**config.mk**
```make
export PLATFORM = sky130hd
export DESIGN_NAME = sbst_front
export DESIGN_NICKNAME = d
export VERILOG_FILES = /design/src/hw/rtl/second_best_spanning_tree_top_assert.svh /design/src/hw/rtl/sbst_pkg.sv /design/src/hw/rtl/sbst_front.sv
export SDC_FILE = /design/constraint.sdc
export NUM_CORES = 1
export LEC_CHECK = 0
export BUFFER_PORTS_ARGS = -buffer_cell sky130_fd_sc_hd__buf_4
export CORE_ASPECT_RATIO = 1.75
export CORE_MARGIN = 5
export CORE_UTILIZATION = 60
export DETAILED_ROUTE_END_ITERATION = 8
export GPL_TIMING_DRIVEN = 0
export PLACE_DENSITY_LB_ADDON = 0.25
export REMOVE_ABC_BUFFERS = 1
export SYNTH_ARGS = -nofsm -noshare
export SYNTH_HDL_FRONTEND = slang
export SYNTH_SLANG_ARGS = --single-unit
```
**constraint.sdc**
```tcl
create_clock -name clk -period 4.15 [get_ports clk]
set_input_delay 0.83 -clock clk [delete_from_list [all_inputs] [get_ports clk]]
set_output_delay 0.83 -clock clk [all_outputs]
set_load 0.03 [all_outputs]
```
**src/hw/rtl/second_best_spanning_tree_top_assert.svh**
```systemverilog
// Assertion macros shared by the second-best spanning tree block.
`ifndef SECOND_BEST_SPANNING_TREE_TOP_ASSERT_SVH
`define SECOND_BEST_SPANNING_TREE_TOP_ASSERT_SVH

// Same-cycle implication, disabled during reset.
`define SBST_ASSERT_IMP(label, clk, rst_n, ante, cons) \
    label: assert property (@(posedge clk) disable iff (!rst_n) (ante) |-> (cons)) \
        else $error("sbst assertion failed");

// Next-cycle implication, disabled during reset.
`define SBST_ASSERT_NXT(label, clk, rst_n, ante, cons) \
    label: assert property (@(posedge clk) disable iff (!rst_n) (ante) |=> (cons)) \
        else $error("sbst assertion failed");

`endif

```
**src/hw/rtl/sbst_pkg.sv**
```systemverilog
package sbst_pkg;

    localparam int MAX_VERTICES = 1024;
    localparam int MAX_EDGES    = 4096;
    localparam int WEIGHT_BITS  = 24;

    localparam int VTX_W   = 11;
    localparam int EIDX_W  = $clog2(MAX_EDGES);
    localparam int ECNT_W  = EIDX_W + 1;
    localparam int HT_W    = 4;
    localparam int SUM_W   = 36;
    localparam int DIFF_W  = WEIGHT_BITS + 1;
    localparam int VMEM_DEPTH = MAX_VERTICES + 1;

    localparam int FIFO_DEPTH = 4;
    localparam int FIFO_AW    = $clog2(FIFO_DEPTH);

    typedef struct packed {
        logic [VTX_W-1:0]       a;
        logic [VTX_W-1:0]       b;
        logic [WEIGHT_BITS-1:0] w;
        logic                   last;
        logic                   bad;
    } edge_item_t;

    typedef struct packed {
        logic [VTX_W-1:0]       a;
        logic [VTX_W-1:0]       b;
        logic                   bad;
    } edge_rec_t;

    typedef struct packed {
        logic [EIDX_W-1:0]      idx;
        logic [WEIGHT_BITS-1:0] w;
    } ord_rec_t;

    typedef enum logic [4:0] {
        S_IDLE,
        S_CLR,
        S_SORT,
        M_START,
        M_LDP,
        M_LDP2,
        M_LDQ,
        M_LDQ2,
        M_SEL,
        K_POS,
        K_IDX,
        K_EDGE,
        R_A,
        R_A2,
        R_B,
        R_B2,
        K_HX,
        K_HX2,
        K_HY2,
        D_V,
        D_RD,
        D_CHK,
        A_POS,
        A_IDX,
        A_EDGE,
        P_U,
        P_U2,
        P_V2,
        S_RES,
        S_OUT
    } state_t;

endpackage

```
**src/hw/rtl/sbst_front.sv**
```systemverilog
module sbst_front (
    input  logic                                clk,
    input  logic                                rst_n,
    input  logic                                in_valid,
    output logic                                in_stall,
    input  logic [sbst_pkg::VTX_W-1:0]          end_a,
    input  logic [sbst_pkg::VTX_W-1:0]          end_b,
    input  logic [sbst_pkg::WEIGHT_BITS-1:0]    edge_weight,
    input  logic                                last_edge,
    output logic                                q_valid,
    output sbst_pkg::edge_item_t                q_item,
    input  logic                                q_pop
);

    localparam int AW = sbst_pkg::FIFO_AW;

    sbst_pkg::edge_item_t fifo_reg [sbst_pkg::FIFO_DEPTH];
    sbst_pkg::edge_item_t item_in;
    logic [AW-1:0] wr_ptr_reg, wr_ptr_next;
    logic [AW-1:0] rd_ptr_reg, rd_ptr_next;
    logic [AW:0]   count_reg, count_next;
    logic          push;
    logic          pop;

    // ends that can never be valid for any vertex count
    always_comb
    begin
        item_in.a    = end_a;
        item_in.b    = end_b;
        item_in.w    = edge_weight;
        item_in.last = last_edge;
        item_in.bad  = (end_a == '0) || (end_b == '0) || (end_a == end_b)
                    || (end_a > sbst_pkg::VTX_W'(sbst_pkg::MAX_VERTICES))
                    || (end_b > sbst_pkg::VTX_W'(sbst_pkg::MAX_VERTICES));
    end

    assign in_stall = (count_reg == (AW+1)'(sbst_pkg::FIFO_DEPTH));
    assign q_valid  = (count_reg != '0);
    assign q_item   = fifo_reg[rd_ptr_reg];
    assign push     = in_valid && !in_stall;
    assign pop      = q_pop && q_valid;

    always_comb
    begin
        wr_ptr_next = push ? wr_ptr_reg + 1'b1 : wr_ptr_reg;
        rd_ptr_next = pop ? rd_ptr_reg + 1'b1 : rd_ptr_reg;
        count_next  = count_reg + (AW+1)'(push) - (AW+1)'(pop);
    end

    always_ff @(posedge clk or negedge rst_n)
    begin
        if (!rst_n)
        begin
            wr_ptr_reg <= '0;
            rd_ptr_reg <= '0;
            count_reg  <= '0;
        end
        else
        begin
            wr_ptr_reg <= wr_ptr_next;
            rd_ptr_reg <= rd_ptr_next;
            count_reg  <= count_next;
        end
    end

    always_ff @(posedge clk)
    begin
        if (push)
        begin
            fifo_reg[wr_ptr_reg] <= item_in;
        end
    end

endmodule

```
# Word-level counts from Yosys, hierarchy flattened
# Memories as Yosys holds them, arrays and structs flattened.
# Index checks and enable logic that the tools add are counted.
[totals]
in_bits = 51
n_memories = 1
mem_bits_rw = 192
reg_bits = 7
[classes]
mux = 2
reduce_logical = 10
n_lt_le_gt_ge = 2
add_sub_neg = 4
eq_ne = 2
[mem_list]
columns = ["memory", "words", "width", "rd", "rd_ports_with_merged_regs", "wr", "line", "text"]
rows = [
  ["fifo_reg", 4, 48, 1, 0, 1, "sbst_front.sv:17", "sbst_pkg::edge_item_t fifo_reg [sbst_pkg::FIFO_DEPTH];"],
]
[ops]
columns = ["operator", "n"]
rows = [
  ["$gt A11 B11 Y1 const B", 2],
  ["$logic_not A11 Y1", 2],
  ["$eq A11 B11 Y1", 1],
  ["$add A2 B1 Y2 const B", 2],
  ["$logic_or A1 B1 Y1", 4],
  ["$add A3 B1 Y3", 1],
  ["$eq A3 B3 Y1 const B", 1],
  ["$reduce_bool A3 Y1", 1],
  ["$sub A3 B1 Y3", 1],
  ["$logic_and A1 B1 Y1", 2],
  ["$mux W1", 2],
  ["$logic_not A1 Y1", 1],
]

# Longest topological paths before layout
[depth]
depth_word = 5
depth_mapped = 10
depth_no_buf = 9

# Worst setup path after synthesis
# Ideal clock, no wire load.
[synth_timing]
path_kind = "input-to-reg"
from = "input port in_valid"
to = "memory fifo_reg[0][0] (netlist bit) (enable)"
arrival_ns = 2.265
path_slack_ns = 1.475
n_path_buf = 1
stages = 3
t_required_ns = 3.740
path_cell_list = "nor2b_1 -> buf_2 -> and2_1"
[synth_between]
elab_chain_cells = 3
[synth_rtl]
columns = ["item", "line", "text"]
rows = [
  ["start: declaration", "sbst_front.sv:4", "input logic in_valid,"],
  ["$logic_and A1 B1 Y1", "sbst_front.sv:40", "assign push = in_valid && !in_stall;"],
  ["$mux W1", "sbst_front.sv:68", "if (push)"],
  ["$mux W1 (implied by the code)", "sbst_front.sv:70", "fifo_reg[wr_ptr_reg] <= item_in;"],
  ["end: declaration", "sbst_front.sv:17", ""],
]
# No other way between the ends.

==> qor.txt <==
Max-cap violations: 0
Setup_tns: 0 ns
Cell Area, Synth: 7540 um2
Initial DRC Count: 162
Top-count cell post-synth: edfxtp_1
Async SR Flop Fraction: 3.52%
Core Area: 12400 um2
DRT Pass-1 Iters: 4
Clock Pin Slew Worst Setup and Hold Paths: 0.07 ns
Worst VDD drop: 0.000522 V
I/O Pins: 101
Hold_buf cts: 0
Sequential Area: 5950 um2
Top post-synthesis cells by area: edfxtp_1 76%, mux4_2 14%, dfrtp_1 2.3%, xor2_1 1.7%, ha_1 1.0%
Worst Max-Slew Pin Slew: 0.720 ns
Fin util: 73.4%
#FFs+latches synth: 199
PD cells: 763 nW/um2
Fin crit share: 74.8%
Max clock buf depth: 2
H-Tree Depth: 4
Status: complete, no violations
Flop pwr share: 41.4%
Synth Instances: 314
Leak Pwr: 3.15 nW
Yosys cell types: 23
Final min period: 3.10 ns
Slew HR: 52.0%
Routed wire length: 13100 um
Mux cell area share after synthesis: 14.3%
Clk sink count: 199
Ys flop type: edfxtp_1
Area share of fa/ha/maj cells after synthesis: 1.26%
Total GRT Usage: 19.0%
Residual DRC count: 0
Vias per Instance: 5.57
Post-synthesis compound-gate area fraction: 0.0664%
Cell taking the most area after synthesis: edfxtp_1
WP data required: 3.32 ns
Layout area overhead: 21.1%
Die area: 15000 um2
Placed cell area: 8530 um2
Starting Density: 60.7%
Die Wd: 94.7 um
Antenna violations before repair: 0
Sw power: 2.30 mW
Final Hold Fails: 0
Multi-input logic area: 1480 um2
Most frequent cells after synthesis: 192 x edfxtp_1, 48 x mux4_2, 15 x xor2_1
Yosys top cell area share: 76.5%
Nets: 485
WS Path Type: reg2out
Clk pwr share: 23.7%
Clock root cell: clkbuf_16
Fmax: 0.322 GHz
DP Wirelength: 8360 um
Post-cts sizing count: 0
Combinational Power Share: 34.9%
Sw frac: 33.0%
Crit path capture type: output pin
Worst setup SP type: flip-flop
Post-synth EDFFs: 192
Filler cell count: 780
Vias in the first global route: 3785
Total CTS buffers: 17
Placed Cells: 576
RSZ-0062 raised after global routing: false
Largest net degree at the start of global routing: 28
Final Instance Area: 9130 um2
Clk_lat worst skew: 0.42 ns
WL/cell: 21.6 um
Min-delay worst type: in2async
Port Buffers: 100
Max-slew violations: 0
Worst EP arrival: 2.27 ns
Post-CTS setup buffers: 0
Seq/Total Area, Yosys: 78.8%
Syn avg cell area: 24.0 um2
YS warnings: 0
First-pass GRT wire length: 20300 um
Main combinational cell family by area after synthesis: multiplexers
Routed Antenna Nets: 0
Setup violations, final: 0
Placer congestion estimate: 0.708
Post-Synth XOR/XNOR Area: 2.09%
Cell Int Power: 4.67 mW
Critical path peak fanout: 26
Worst Skew: 0.0109 ns
Grt ovf: 0
Max FFs per register: 192
DIE HEIGHT: 158 um
Simple-gate share of the synthesized area: 1.84%
CTS tree: yes
Non-Filler Instances: 607
# diodes: 0
Layout cell share with drive strength beyond 1: 43.7%
Standard-cell rows: 54
Vias: 3382
-- final cells by class --
cell class              instances  area share (%)
multi-input cells              97            16.2
clock buffers                  18            4.70
flip-flops and latches        199            65.1
repair buffers                106            9.54
well taps                     168            2.30
inverters                       6           0.247
clock inverters                13            1.85
-- stage by stage --
stage	total power, mW	hold slack, ns	setup slack, ns
after CTS	7.05	0.179	0.973
after floorplan	4.47	0.461	0.536
final	6.97	0.200	1.05
after global placement	5.35	0.478	-0.372
after detailed placement	5.41	0.529	1.30
after global routing	7.28	0.184	0.897
-- critical path, cell delays in order (launching register included) --
cell	delay, ns
dfrtp_4	0.78
buf_12	0.30
mux4_2	0.56
buf_4	0.19
-- cell families after synthesis --
group	Yosys count
muxes	48
buffers and inverters	18
and+or+nand+nor	23
DFF	199
adders and majority gates	7
AOI/OAI and AO/OA	1
xor gates and xnor gates	18
-- routing by layer --
layer | share of wire (%) | global-route usage [%] | up-vias
met4 | 1.2 | 6.95 | 0
met2 | 57 | 33.7 | 90
met3 | 4.3 | 4.11 | 15
met1 | 37 | 22.8 | 1744
met5 | 0 | 0 | -
li1 | - | - | 1533
-- worst paths after layout --
kind / slack (ns) / cells after the start / startpoint / endpoint
setup reg to reg: 1.67 / 9 / count_reg[2]$_DFF_PN0_ / count_reg[2]$_DFF_PN0_
max in group asynchronous: 3.81 / 1 / rst_n / rd_ptr_reg[0]$_DFFE_PN0P_
min in group clk: 0.54 / 1 / count_reg[2]$_DFF_PN0_ / count_reg[2]$_DFF_PN0_
hold reg to reg: 0.54 / 1 / count_reg[2]$_DFF_PN0_ / count_reg[2]$_DFF_PN0_
setup / recovery: 1.05 / 3 / rd_ptr_reg[0]$_DFFE_PN0P_ / q_item[8]
hold / removal: 0.20 / 1 / rst_n / count_reg[0]$_DFF_PN0_
-- power by group through the flow --
| stage | Sequential (mW) | Combinational [mW] | Clock, mW |
|---|---|---|---|
| 4_1_cts | 2.90 | 2.48 | 1.68 |
| 6_report | 2.88 | 2.43 | 1.65 |
| 3_5_place_dp | 2.94 | 2.47 | 0 |
| 2_1_floorplan | 2.94 | 1.53 | 0 |
| 5_1_grt | 2.93 | 2.57 | 1.78 |
| 3_3_place_gp | 3.06 | 2.29 | 0 |
-- layout by cell type, fill, tap and decap left out, drive strengths merged --
| cell type | n |
|---|---|
| ha | 6 |
| nor4 | 6 |
| nor3b | 1 |
| xor2 | 15 |
| fa | 1 |
| nand3 | 4 |
| nor2b | 1 |
| and2 | 5 |
| clkinv | 3 |
| buf | 106 |
| nor3 | 1 |
| o21ai | 1 |
| inv | 11 |
| dfrtp | 7 |
| nand2 | 2 |
| nor2 | 2 |
| mux4 | 48 |
| clkinvlp | 2 |
| xnor2 | 3 |
| clkbuf | 18 |
| edfxtp | 192 |
| bufinv | 3 |
| or3 | 1 |
Note: power is estimated with default switching activity, not from simulation.
